**src/design/dtti_pkg.sv**
```systemverilog
// constants and types for the decimal text parser
// no dependencies
`timescale 1ns / 1ps

package dtti_pkg;

  localparam int MAX_CHARS = 20;
  localparam int CNT_W     = 5;
  localparam int CH_W      = 8;
  localparam int DIG_W     = 4;
  localparam int MAG_W     = 64;
  localparam int RSN_W     = 3;

  localparam logic [CH_W-1:0] CH_ZERO  = 8'h30;
  localparam logic [CH_W-1:0] CH_NINE  = 8'h39;
  localparam logic [CH_W-1:0] CH_MINUS = 8'h2d;

  // largest magnitude that can still take one more digit, and the last digit allowed there
  localparam logic [MAG_W-1:0] LIM_DIV = 64'd1844674407370955161;
  localparam logic [DIG_W-1:0] LIM_MOD = 4'd5;

  localparam logic [RSN_W-1:0] RSN_OK       = 3'd0;
  localparam logic [RSN_W-1:0] RSN_EMPTY    = 3'd1;
  localparam logic [RSN_W-1:0] RSN_TOO_LONG = 3'd2;
  localparam logic [RSN_W-1:0] RSN_BAD_CHAR = 3'd3;
  localparam logic [RSN_W-1:0] RSN_RANGE    = 3'd4;

  typedef struct packed {
    logic             empty;
    logic             too_long;
    logic             bad;
    logic             digit;
    logic             range;
    logic             neg;
    logic             mode;
    logic [MAG_W-1:0] mag;
  } snap_t;

endpackage

```
**src/design/decimal_text_to_integer.sv**
```systemverilog
// decimal text to 64-bit integer parser, top level
// depends on dtti_pkg
//
//  channel | direction | handshake             | payload
//  in      | input     | in_valid / in_ready   | in_character, in_last_char, in_empty_text
//  out     | output    | out_valid / out_ready | out_value, out_ok, out_reason
//  cfg     | input     | cfg_wr_en             | cfg_wr_data (signed_mode)
//
// one character per cycle when the output is not stalled; the accumulator
// update (shift-add by ten plus the limit compare) is the single per-item step
// a result passes through the input, snapshot and result registers in turn
// reset clears the text state and signed_mode; there is no clearing pass
// the snapshot and result registers hold while out_valid is high and out_ready low;
// an empty input register still takes one item, then in_ready drops
`timescale 1ns / 1ps

module decimal_text_to_integer (
  input  logic                                clk,
  input  logic                                rst_n,
  input  logic                                cfg_wr_en,
  input  logic                                cfg_wr_data,
  input  logic                                in_valid,
  output logic                                in_ready,
  input  logic [dtti_pkg::CH_W-1:0]           in_character,
  input  logic                                in_last_char,
  input  logic                                in_empty_text,
  output logic                                out_valid,
  input  logic                                out_ready,
  output logic [dtti_pkg::MAG_W-1:0]          out_value,
  output logic                                out_ok,
  output logic [dtti_pkg::RSN_W-1:0]          out_reason
);

  logic                              signed_mode_r;

  logic                              a_valid_r;
  logic [dtti_pkg::CH_W-1:0]         a_char_r;
  logic                              a_last_r;
  logic                              a_empty_r;

  logic [dtti_pkg::MAG_W-1:0]        mag_r, mag_nxt;
  logic [dtti_pkg::CNT_W-1:0]        cnt_r, cnt_nxt;
  logic                              neg_r, neg_nxt;
  logic                              dig_r, dig_nxt;
  logic                              bad_r, bad_nxt;
  logic                              rng_r, rng_nxt;
  logic                              tl_r, tl_nxt;

  logic                              b_valid_r;
  dtti_pkg::snap_t                   snap_r, snap_nxt;
  logic                              fin;

  logic                              out_valid_r;
  logic [dtti_pkg::MAG_W-1:0]        out_value_r, out_value_nxt;
  logic                              out_ok_r, out_ok_nxt;
  logic [dtti_pkg::RSN_W-1:0]        out_reason_r, out_reason_nxt;

  logic                              adv;
  logic                              fire_b;
  logic                              cnt_full;
  logic [dtti_pkg::CNT_W-1:0]        cnt_step;
  logic                              tl_step;
  logic                              is_digit;
  logic [dtti_pkg::DIG_W-1:0]        digit;
  logic                              ovf;
  logic [dtti_pkg::MAG_W-1:0]        mag_mul;
  logic                              is_minus;
  logic [dtti_pkg::MAG_W-1:0]        mag_step;
  logic                              neg_step, dig_step, bad_step, rng_step;
  logic                              over_half;

  assign adv      = !out_valid_r || out_ready;
  assign in_ready = !a_valid_r || adv;
  assign fire_b   = a_valid_r && adv;

  always_ff @(posedge clk) begin
    if (!rst_n) begin
      signed_mode_r <= 1'b0;
    end else if (cfg_wr_en) begin
      signed_mode_r <= cfg_wr_data;
    end
  end

  // input register
  always_ff @(posedge clk) begin
    if (!rst_n) begin
      a_valid_r <= 1'b0;
    end else if (in_ready) begin
      a_valid_r <= in_valid;
    end
  end

  always_ff @(posedge clk) begin
    if (in_valid && in_ready) begin
      a_char_r  <= in_character;
      a_last_r  <= in_last_char;
      a_empty_r <= in_empty_text;
    end
  end

  // per-character accumulation
  always_comb begin
    cnt_full = cnt_r >= dtti_pkg::CNT_W'(dtti_pkg::MAX_CHARS);
    cnt_step = cnt_full ? cnt_r : cnt_r + dtti_pkg::CNT_W'(1);
    tl_step  = tl_r | cnt_full;
    is_digit = (a_char_r >= dtti_pkg::CH_ZERO) && (a_char_r <= dtti_pkg::CH_NINE);
    digit    = dtti_pkg::DIG_W'(a_char_r - dtti_pkg::CH_ZERO);
    ovf      = (mag_r > dtti_pkg::LIM_DIV) ||
               ((mag_r == dtti_pkg::LIM_DIV) && (digit > dtti_pkg::LIM_MOD));
    mag_mul  = (mag_r << 3) + (mag_r << 1) +
               {{(dtti_pkg::MAG_W-dtti_pkg::DIG_W){1'b0}}, digit};
    is_minus = (a_char_r == dtti_pkg::CH_MINUS) && signed_mode_r && !neg_r && !dig_r &&
               !bad_r && !tl_step && (cnt_step == dtti_pkg::CNT_W'(1));

    mag_step = mag_r;
    neg_step = neg_r;
    dig_step = dig_r;
    bad_step = bad_r;
    rng_step = rng_r;
    if (is_digit) begin
      dig_step = 1'b1;
      if (!rng_r) begin
        if (ovf) begin
          rng_step = 1'b1;
        end else begin
          mag_step = mag_mul;
        end
      end
    end else if (is_minus) begin
      neg_step = 1'b1;
    end else begin
      bad_step = 1'b1;
    end

    snap_nxt.empty    = a_empty_r;
    snap_nxt.too_long = tl_step;
    snap_nxt.bad      = bad_step;
    snap_nxt.digit    = dig_step;
    snap_nxt.range    = rng_step;
    snap_nxt.neg      = neg_step;
    snap_nxt.mode     = signed_mode_r;
    snap_nxt.mag      = mag_step;

    fin = a_empty_r || a_last_r;
    if (fin) begin
      mag_nxt = '0;
      cnt_nxt = '0;
      neg_nxt = 1'b0;
      dig_nxt = 1'b0;
      bad_nxt = 1'b0;
      rng_nxt = 1'b0;
      tl_nxt  = 1'b0;
    end else begin
      mag_nxt = mag_step;
      cnt_nxt = cnt_step;
      neg_nxt = neg_step;
      dig_nxt = dig_step;
      bad_nxt = bad_step;
      rng_nxt = rng_step;
      tl_nxt  = tl_step;
    end
  end

  always_ff @(posedge clk) begin
    if (!rst_n) begin
      mag_r <= '0;
      cnt_r <= '0;
      neg_r <= 1'b0;
      dig_r <= 1'b0;
      bad_r <= 1'b0;
      rng_r <= 1'b0;
      tl_r  <= 1'b0;
    end else if (fire_b) begin
      mag_r <= mag_nxt;
      cnt_r <= cnt_nxt;
      neg_r <= neg_nxt;
      dig_r <= dig_nxt;
      bad_r <= bad_nxt;
      rng_r <= rng_nxt;
      tl_r  <= tl_nxt;
    end
  end

  // end-of-text snapshot
  always_ff @(posedge clk) begin
    if (!rst_n) begin
      b_valid_r <= 1'b0;
    end else if (adv) begin
      b_valid_r <= fire_b && fin;
    end
  end

  always_ff @(posedge clk) begin
    if (fire_b && fin) begin
      snap_r <= snap_nxt;
    end
  end

  // final checks and sign
  always_comb begin
    over_half      = snap_r.mag[dtti_pkg::MAG_W-1] && (|snap_r.mag[dtti_pkg::MAG_W-2:0]);
    out_value_nxt  = '0;
    out_reason_nxt = dtti_pkg::RSN_OK;
    if (snap_r.empty) begin
      out_reason_nxt = dtti_pkg::RSN_EMPTY;
    end else if (snap_r.too_long) begin
      out_reason_nxt = dtti_pkg::RSN_TOO_LONG;
    end else if (snap_r.bad || !snap_r.digit) begin
      out_reason_nxt = dtti_pkg::RSN_BAD_CHAR;
    end else if (snap_r.range) begin
      out_reason_nxt = dtti_pkg::RSN_RANGE;
    end else if (snap_r.neg) begin
      if (over_half) begin
        out_reason_nxt = dtti_pkg::RSN_RANGE;
      end else begin
        out_value_nxt = '0 - snap_r.mag;
      end
    end else if (snap_r.mode && snap_r.mag[dtti_pkg::MAG_W-1]) begin
      out_reason_nxt = dtti_pkg::RSN_RANGE;
    end else begin
      out_value_nxt = snap_r.mag;
    end
    out_ok_nxt = (out_reason_nxt == dtti_pkg::RSN_OK);
  end

  // result register
  always_ff @(posedge clk) begin
    if (!rst_n) begin
      out_valid_r <= 1'b0;
    end else if (adv) begin
      out_valid_r <= b_valid_r;
    end
  end

  always_ff @(posedge clk) begin
    if (adv && b_valid_r) begin
      out_value_r  <= out_value_nxt;
      out_ok_r     <= out_ok_nxt;
      out_reason_r <= out_reason_nxt;
    end
  end

  assign out_valid  = out_valid_r;
  assign out_value  = out_value_r;
  assign out_ok     = out_ok_r;
  assign out_reason = out_reason_r;

endmodule

```
**config.mk**
```make
export PLATFORM = sky130hd
export DESIGN_NAME = decimal_text_to_integer
export DESIGN_NICKNAME = d
export VERILOG_FILES = /design/src/design/dtti_pkg.sv /design/src/design/decimal_text_to_integer.sv
export SDC_FILE = /design/constraint.sdc
export NUM_CORES = 1
export LEC_CHECK = 0
export ABC_AREA = 1
export BUFFER_PORTS_ARGS = -buffer_cell sky130_fd_sc_hd__buf_4
export CORE_MARGIN = 2
export CORE_UTILIZATION = 40
export CTS_CLUSTER_DIAMETER = 40
export DETAILED_ROUTE_END_ITERATION = 10
export SYNTH_ARGS = -nofsm -noshare
export SYNTH_HDL_FRONTEND = slang
export SYNTH_SLANG_ARGS = --single-unit
```
**constraint.sdc**
```tcl
create_clock -name clk -period 7 [get_ports clk]
set_clock_uncertainty 0.05 [all_clocks]
set_input_delay 1.05 -clock clk [delete_from_list [all_inputs] [get_ports clk]]
set_output_delay 1.05 -clock clk [all_outputs]
set_load 0.05 [all_outputs]
```
**Word level (Yosys, flattened, before mapping)**

Cells that the tools add are included.

- Input port bits: 16
- Bits in read-only memories: 0
- RAM bits: 0
- Logic and storage cells: 97
- Memories kept: 0
- Register bits after elaboration: 227
- Output and inout port bits: 70
- Bits in latches: 0

- Add/sub/neg operators: 5
- Divide/modulo/power cells: 0
- Reductions and logical operators: 29
- Bitwise operators: 1
- Mux-type cells: 29
- $mul: 0
- Equal/unequal tests: 3
- $lt $le $gt $ge: 5
- Shifts and indexed selects: 0

Operators by type and width:

| kind | number |
|---|---|
| $mux W64 | 7 |
| $add A64 B4 Y64 | 1 |
| $add A64 B64 Y64 | 1 |
| $eq A64 B61 Y1 const B | 1 |
| $gt A64 B61 Y1 const B | 1 |
| $sub A1 B64 Y64 const A | 1 |
| $reduce_or A63 Y1 | 1 |
| $mux W3 | 7 |
| $logic_and A1 B1 Y1 | 14 |
| $mux W1 | 13 |
| $mux W5 | 2 |
| $eq A8 B6 Y1 const B | 1 |
| $ge A8 B6 Y1 const B | 1 |
| $le A8 B6 Y1 const B | 1 |
| $logic_not A1 Y1 | 7 |
| $add A5 B1 Y5 const B | 1 |
| $eq A5 B1 Y1 const B | 1 |
| $ge A5 B5 Y1 const B | 1 |
| $logic_or A1 B1 Y1 | 5 |
| $gt A4 B3 Y1 const B | 1 |
| $reduce_or A4 Y1 | 1 |
| $sub A4 B1 Y4 const B | 1 |
| $logic_not A3 Y1 | 1 |
| $or A1 B1 Y1 | 1 |

**Logic depth before layout (Yosys ltp)**

Gate-level depths: netlist (run 1).

- Depth after elaboration: 10
- Mapped depth: 20
- Mapped depth without buffers: 20

**Worst setup path before layout (run 1)**

OpenSTA, ideal clock, no wires.

- Kind: input to register
- Start point: input port out_ready
- End point: register neg_r
- Data arrival time: 5035 ps
- Library setup time: 128 ps
- Buffers on the path: 1
- Required time: 6822 ps
- Cell stages on the path: 10
- Slack: 1787 ps
- Cell sequence: nor2_1 inv_1 nand2_1 clkbuf_1 nor2_1 inv_1 nand2_1 inv_1 nand2_1 a21oi_1

- Word-level cells in the longest chain between the ends: 2

RTL lines:

| item | line | text |
|---|---|---|
| start: declaration | decimal_text_to_integer.sv:28 | `input logic out_ready,` |
| $logic_or A1 B1 Y1 | decimal_text_to_integer.sv:72 | `assign adv = !out_valid_r \|\| out_ready;` |
| $logic_and A1 B1 Y1 | decimal_text_to_integer.sv:74 | `assign fire_b = a_valid_r && adv;` |
| end signal: assignment | decimal_text_to_integer.sv:176 | `neg_r <= neg_nxt;` |
| end: declaration | decimal_text_to_integer.sv:43 | `logic neg_r, neg_nxt;` |

Every way passes these cells.
A chain may end at the register's enable or synchronous reset.

**Worst setup path in the final report (run 1)**

- Start point: register a_char_r[2] (netlist bit)
- End point: register mag_r[54] (netlist bit)

- Word-level cells in the longest chain between the ends: 8
- Elaborated cells between the ends (all ways): 12
- Classes of those cells: 2 x add/sub; 3 x order compare; 4 x mux; 3 x reduce/logical

RTL lines:

| item | line | text |
|---|---|---|
| start: declaration | decimal_text_to_integer.sv:37 | `logic [dtti_pkg::CH_W-1:0] a_char_r;` |
| start signal: assignment | decimal_text_to_integer.sv:95 | `a_char_r <= in_character;` |
| parallel branches: the longest is 6 deep, another holds $add A64 B4 Y64 | - |  |
| $mux W64 * | decimal_text_to_integer.sv:120 | `if (is_digit) begin` |
| via mag_step, one bit | decimal_text_to_integer.sv:68 | `logic [dtti_pkg::MAG_W-1:0] mag_step;` |
| $mux W64 * | decimal_text_to_integer.sv:145 | `if (fin) begin` |
| end signal: assignment | decimal_text_to_integer.sv:174 | `mag_r <= mag_nxt;` |
| end: declaration | decimal_text_to_integer.sv:41 | `logic [dtti_pkg::MAG_W-1:0] mag_r, mag_nxt;` |

Mark *: on every way through the listed nets, which the timed path passes.

==> results of run 1 <==
stage by stage:
step	setup slack, ns	instance area (µm²)	utilization (%)	cells	hold WS (ns)
after global placement	3.38	19400	42.9	3395	0.410
after floorplan	1.79	18200	-	2759	0.376
after detailed placement	3.37	19400	42.9	3395	0.411
after CTS	3.36	20600	45.7	3465	0.420
final	3.35	20600	45.7	3465	0.419
after global routing	3.15	20600	45.7	3465	0.429
placed cells by master, fill, tap and decap left out, types with 6 or more instances in the layout:
| cell | count |
|---|---|
| nor2_2 | 7 |
| nor2_4 | 7 |
| xor2_1 | 61 |
| a21oi_1 | 201 |
| inv_2 | 8 |
| buf_4 | 94 |
| o21bai_1 | 11 |
| nand3_1 | 157 |
| nand4_1 | 63 |
| and2_1 | 17 |
| clkbuf_16 | 39 |
| nand3b_1 | 11 |
| ha_1 | 125 |
| nor4_1 | 7 |
| edfxtp_1 | 149 |
| nor3_2 | 6 |
| clkbuf_1 | 7 |
| nand2_1 | 1056 |
| xnor2_1 | 14 |
| inv_1 | 410 |
| nor3_1 | 38 |
| nor2_1 | 214 |
| inv_6 | 7 |
| dfxtp_1 | 78 |
| o21ai_0 | 28 |
flip-flops by register name (all words and copies together), names as in the netlist, 3 cells and up:
name and cells:
out_value 64, out_reason 3, a_char_r 8, snap_r 71, cnt_r 5, mag_r 64
cells in the mapped netlist, drive strengths merged:
| cell type | count |
|---|---|
| xor2 | 61 |
| o22ai | 1 |
| and2 | 17 |
| or2 | 4 |
| buf | 22 |
| a21oi | 206 |
| edfxtp | 149 |
| o21bai | 11 |
| nand4 | 64 |
| or3 | 1 |
| nor4 | 7 |
| nand3 | 158 |
| ha | 125 |
| or4 | 1 |
| o21ai | 32 |
| dfxtp | 78 |
| inv | 418 |
| o21a | 3 |
| nor3b | 1 |
| nand2 | 1063 |
| clkbuf | 36 |
| xnor2 | 14 |
| and3 | 2 |
| nor3 | 44 |
| nor2 | 228 |
| nand3b | 11 |
| fa | 2 |
cell type report:
type / instances / area [µm²] / area share (%)
multi-input cells: 2056 / 10300 / 50.0
flip-flops and latches: 227 / 6040 / 29.3
inverters: 418 / 1570 / 7.61
clock buffers: 50 / 1060 / 5.12
well taps: 600 / 751 / 3.64
repair buffers: 94 / 706 / 3.42
clock inverters: 20 / 203 / 0.982
cells by family (layout without fill, tap and decap cells):
group | count (synthesis) | count (layout) | share of synthesized area (%)
compound gates | 253 | 253 | 7.30
xor+xnor | 75 | 75 | 3.61
fa+ha+maj | 127 | 127 | 8.81
buf+inv | 476 | 582 | 10.4
flops | 227 | 227 | 33.1
simple gates | 1601 | 1601 | 36.8
worst reg2reg max path, delay by kind of cell (launching register included):
family | cells | cell delay (ns)
and+or+nand+nor | 13 | 1.55
AOI/OAI and AO/OA | 1 | 0.15
buffers and inverters | 2 | 0.27
DFF | 1 | 0.53
adders and majority gates | 3 | 1.02
report_power, final:
part | switching [mW] | internal, mW | total [mW]
logic | 0.131 | 0.0437 | 0.174
clock network | 0.713 | 1.13 | 1.84
registers | 0.0304 | 1.46 | 1.49
worst paths after layout:
check | depth (start not counted) | endpoint | slack, ns
setup reg to reg | 19 | mag_r[54] | 3.35
hold reg to reg | 2 | b_valid_r | 0.42
setup / recovery | 19 | mag_r[54] | 3.35
hold / removal | 2 | b_valid_r | 0.42
routing by layer:
| metal | wire length (µm) | share of wire, % | vias up |
|---|---|---|---|
| met4 | 2050 | 3.2 | 0 |
| met3 | 3500 | 5.5 | 91 |
| met1 | 29100 | 46 | 8142 |
| met5 | 0 | 0 | - |
| met2 | 28600 | 45 | 500 |
| li1 | - | - | 8960 |
==> flow_metrics.py, run 1 <==
metrics = {
    "run_status": {
        "status": "finished clean",
    },
    "route": {
        "routed_wl_mm": 63.2,
        "wire_per_inst_um": 18.2,
        "drtPass1Iterations": 5,
        "vias": 17700,
        "drtIter0Drc": 1459,
        "drcViolationCount": 0,
        "ant_nets": 0,
        "routed_via_density": 5.11,
    },
    "global_routing": {
        "grt_pass1_vias": 16900,
        "met2_usage_pct": 43.7,
        "grt_pass1_wl_mm": 96.9,
        "gr-usage-met1_pct": 37.0,
        "grt_use_total_pct": 27.0,
        "antenna_found_initial": 3,
        "grt_use_met3_pct": 3.40,
        "busiest_layer": "met2",
        "grt_max_degree": 75,
        "grt_overflow": 0,
    },
    "power_and_ir_drop": {
        "p_leak_nw": 9.96,
        "powerDensity_nw_per_um2": 170,
        "ir_worst_vdd_mv": 0.149,
        "total_power_mw": 3.50,
    },
    "worst_setup_path": {
        "cpMaxStageDelayCell": "edfxtp_1",
        "critPathTopFamily": "simple AND/OR/NAND/NOR gates",
        "crit_type": "flip-flop to flip-flop",
        "end_kind": "flip-flop",
        "cp-start-kind": "flip-flop",
        "critPathLaunch": "a_char_r[2]",
        "critPathMaxFanout": 4,
        "r2r-start": "a_char_r[2]",
        "cp_num_buf_inv": 2,
        "cp_cell_sequence": "ha_1 > ha_1 > inv_1 > fa_1 > inv_1 > nand2_1 > nand2_1 > nand4_1 > nand3_1 > nand2_1 > nand2_1 > nand2_1 > nand2_1 > nand2_1 > nand2_1 > nand2_1 > nand2_1 > nand2_1 > a21oi_1",
        "cp.required_ns": 7.41,
        "path_common_cell": "nand2_1",
        "worst_ep_arrival_time_ns": 4.06,
        "max_stage_delay_ns": 0.53,
    },
    "floorplanning": {
        "rows": 78,
        "start_util_pct": 40.3,
        "die_w_um": 217,
        "dieArea_um2": 47200,
        "coreArea_um2": 45200,
        "die_h_um": 217,
        "io_pins": 86,
    },
    "sta": {
        "final_hold_viol_count": 0,
        "finalCritPeriodShare_pct": 52.1,
        "fmax_mhz": 274,
        "worst_pin_slew_ns": 1.14,
        "setup_viol": 0,
        "max_slew_margin_pct": 23.9,
        "slew_viol_final": 0,
        "rsz0062_at_grt": "no",
        "tns_ns": 0,
        "fin_crit_ns": 3.65,
    },
    "clocking": {
        "htreeDepth": 2,
        "path_clk_slew_ns": 0.06,
        "cts_tree": "done",
        "holdBufCountCts": 0,
        "cts.path.max_buffers": 3,
        "cts_resized": 0,
        "clkSinkCount": 227,
        "clock-root-buffer": "clkbuf_16",
        "numCtsBuffers": 38,
        "clk_latency_ns": 0.55,
        "postCtsSetupBuffers": 0,
    },
    "synthesis": {
        "syn_area_per_cell_um2": 6.60,
        "synth.distinct_cells": 45,
        "syn-cell-area_um2": 18200,
        "synth_top_area_cell": "edfxtp_1",
        "ys_seq_elements": 227,
        "syn_inst": 2759,
        "synth_top_area_share_pct": 24.6,
        "synth_area_leaders": "edfxtp_1 (25%), nand2_1 (22%), ha_1 (8.6%)",
        "ys_seq_area_share_pct": 33.1,
        "synth_nets": 2902,
        "yosysWarningCount": 0,
    },
    "min_path": {
        "worstHoldStart": "b_valid_r",
        "hold_class": "flip-flop to flip-flop",
    },
    "layout": {
        "final_nets": 2978,
        "area_growth_pct": 13.3,
        "fillers": 4726,
        "drive_above_1_share_pct": 6.98,
        "antenna_cells": 0,
    },
    "placement": {
        "hpwl_mm": 50.2,
        "gp_congestion": 0.984,
        "portBuffers": 85,
    },
    "run": {
        "cap_viol_max_count": 0,
    },
}
Note: power is estimated with default switching activity, not from simulation.
==> inputs of run 2 (changes only) <==
clock period = 3.32 ns   (was 7 ns; I/O delays follow)
==> run 2 against run 1 <==
Compared with the run above:
- non-clock buffer count increased by 82
- maximum frequency increased by 15%
- global-route usage increased by 1.5 points
- via count increased by 3.3%
- sequential power increased by 110%
- register-to-register slack got worse by 3.2 ns
- hold slack got worse by 0.34 ns
- total power increased by 110%
==> flow_metrics.py, run 2 (same netlist as run 1, synthesis figures left out) <==
metrics = {
    "run_status": {
        "status": "finished clean",
    },
    "floorplanning": {
        "dieArea_um2": 47200,
        "io_pins": 86,
        "die_w_um": 217,
        "coreArea_um2": 45200,
        "start_util_pct": 40.3,
        "rows": 78,
        "die_h_um": 217,
    },
    "route": {
        "drtPass1Iterations": 8,
        "ant_nets": 0,
        "drcViolationCount": 0,
        "vias": 18300,
        "wire_per_inst_um": 18.9,
        "drtIter0Drc": 1428,
        "routed_via_density": 5.16,
        "routed_wl_mm": 67.1,
    },
    "worst_setup_path": {
        "cp_cell_sequence": "ha_1 > ha_1 > nand2_1 > nor2_1 > nand2_1 > nor2_2 > nand3_1 > nand4_1 > nand4_1 > nand2_1 > nand2_1 > a21oi_1",
        "cp-start-kind": "flip-flop",
        "end_kind": "flip-flop",
        "max_stage_delay_ns": 0.54,
        "crit_type": "flip-flop to flip-flop",
        "cpMaxStageDelayCell": "dfxtp_1",
        "reg2reg_depth": 12,
        "critPathMaxFanout": 5,
        "path_depth": 12,
        "cp.required_ns": 3.73,
        "path_common_cell": "nand2_1",
        "cp_num_buf_inv": 0,
        "worst_ep_arrival_time_ns": 3.57,
        "critPathTopFamily": "simple AND/OR/NAND/NOR gates",
    },
    "sta": {
        "setup_viol": 0,
        "finalCritPeriodShare_pct": 95.3,
        "worst_pin_slew_ns": 0.871,
        "max_slew_margin_pct": 42.0,
        "final_hold_viol_count": 0,
        "slew_viol_final": 0,
        "fmax_mhz": 316,
        "fin_crit_ns": 3.17,
    },
    "power_and_ir_drop": {
        "ir_worst_vdd_mv": 0.325,
        "p_leak_nw": 10.4,
        "powerDensity_nw_per_um2": 351,
        "total_power_mw": 7.51,
    },
    "clocking": {
        "numCtsBuffers": 37,
        "cts_tree": "done",
        "cts.path.max_buffers": 3,
        "clkSinkCount": 227,
        "clock-root-buffer": "clkbuf_16",
        "clk_latency_ns": 0.54,
        "postCtsSetupBuffers": 0,
        "path_clk_slew_ns": 0.06,
        "htreeDepth": 2,
        "holdBufCountCts": 0,
    },
    "layout": {
        "final_cell_mix": "nand2_1 (1052), inv_1 (410), nor2_1 (209)",
        "multi_input_area_um2": 10400,
        "area_growth_pct": 17.5,
        "antenna_cells": 0,
        "drive_above_1_share_pct": 10.3,
        "fillers": 4688,
        "final_common_cell": "nand2_1",
        "final_util_pct": 47.3,
        "final_nets": 3059,
        "seqCellArea_um2": 6040,
        "top_register": "snap_r",
        "largest_reg_flops": 71,
    },
    "global_routing": {
        "grt_pass1_vias": 17500,
        "antenna_found_initial": 0,
        "grt_max_degree": 70,
        "grt_overflow": 0,
        "grt_use_total_pct": 28.5,
        "grt_pass1_wl_mm": 102,
    },
    "placement": {
        "hpwl_mm": 54.3,
        "gp_congestion": 1.01,
        "portBuffers": 85,
    },
    "min_path": {
        "hold_depth": 1,
        "hold_class": "input pin to flip-flop",
    },
    "run": {
        "cap_viol_max_count": 0,
    },
}
run 2: cell count changes in the layout (fill, tap and decap cells not counted), moves of 5 or more:
cell        before  now
buf_12           0    5
buf_4           94  171
clkinvlp_4       0    5
dfxtp_1         78   71
dfxtp_2          0    7
nor2_1         214  209
nor2_2           7   12
run 2: what timing repair did:
item	4_1_cts	5_1_grt
endpoints found under the hold margin	0	0
endpoints found under the setup margin	2	28
resized for setup	3	21
run 2: worst reg2reg max path, cell delays in order, from the launching register on:
cell and delay, ns:
dfxtp_1 0.54, ha_1 0.31, ha_1 0.38, nand2_1 0.13, nor2_1 0.22, nand2_1 0.21
nor2_2 0.30, nand3_1 0.23, nand4_1 0.15, nand4_1 0.20, nand2_1 0.16, nand2_1 0.06
a21oi_1 0.17
run 2: where the power goes:
part	internal [mW]	switching, mW
Sequential	3.07	0.0667
Combinational	0.106	0.289
Clock	2.48	1.49
Total	5.66	1.85
run 2: path summary, 6_finish.rpt:
kind | start | to | slack, ns
max reg2reg | mag_r[27] | mag_r[44] | 0.15
min | in_character[6] | a_char_r[6] | 0.08
max | mag_r[27] | mag_r[44] | 0.15
min reg2reg | b_valid_r | b_valid_r | 0.43
run 2: final cells by class:
type / instances / area share, %
clock buffer: 43 / 4.58
sequential: 227 / 28.3
multi-input combinational: 2056 / 48.5
tap: 600 / 3.51
clock inverter: 24 / 1.39
inverter: 418 / 7.33
timing repair buffer: 176 / 6.47
run 2: routing by layer:
metal	wire length, µm	up-vias	global-route usage [%]
met4	2850	0	11.7
met2	30300	638	46.5
li1	-	9110	-
met5	0	-	0
met1	30100	8423	38.7
met3	3830	114	2.53
run 2: through the flow:
step           TNS [ns]  cells  worst slack, ns  hold WS [ns]  instance area, µm²
2_1_floorplan         0   2759            0.444         0.376               18200
3_3_place_gp    -0.0677   3477          -0.0677         0.404               20000
4_1_cts               0   3544           0.0701        0.0650               21300
6_report              0   3544            0.155        0.0826               21400
5_1_grt         -0.0495   3544          -0.0224        0.0678               21400
3_5_place_dp    -0.0945   3477          -0.0945         0.419               20000
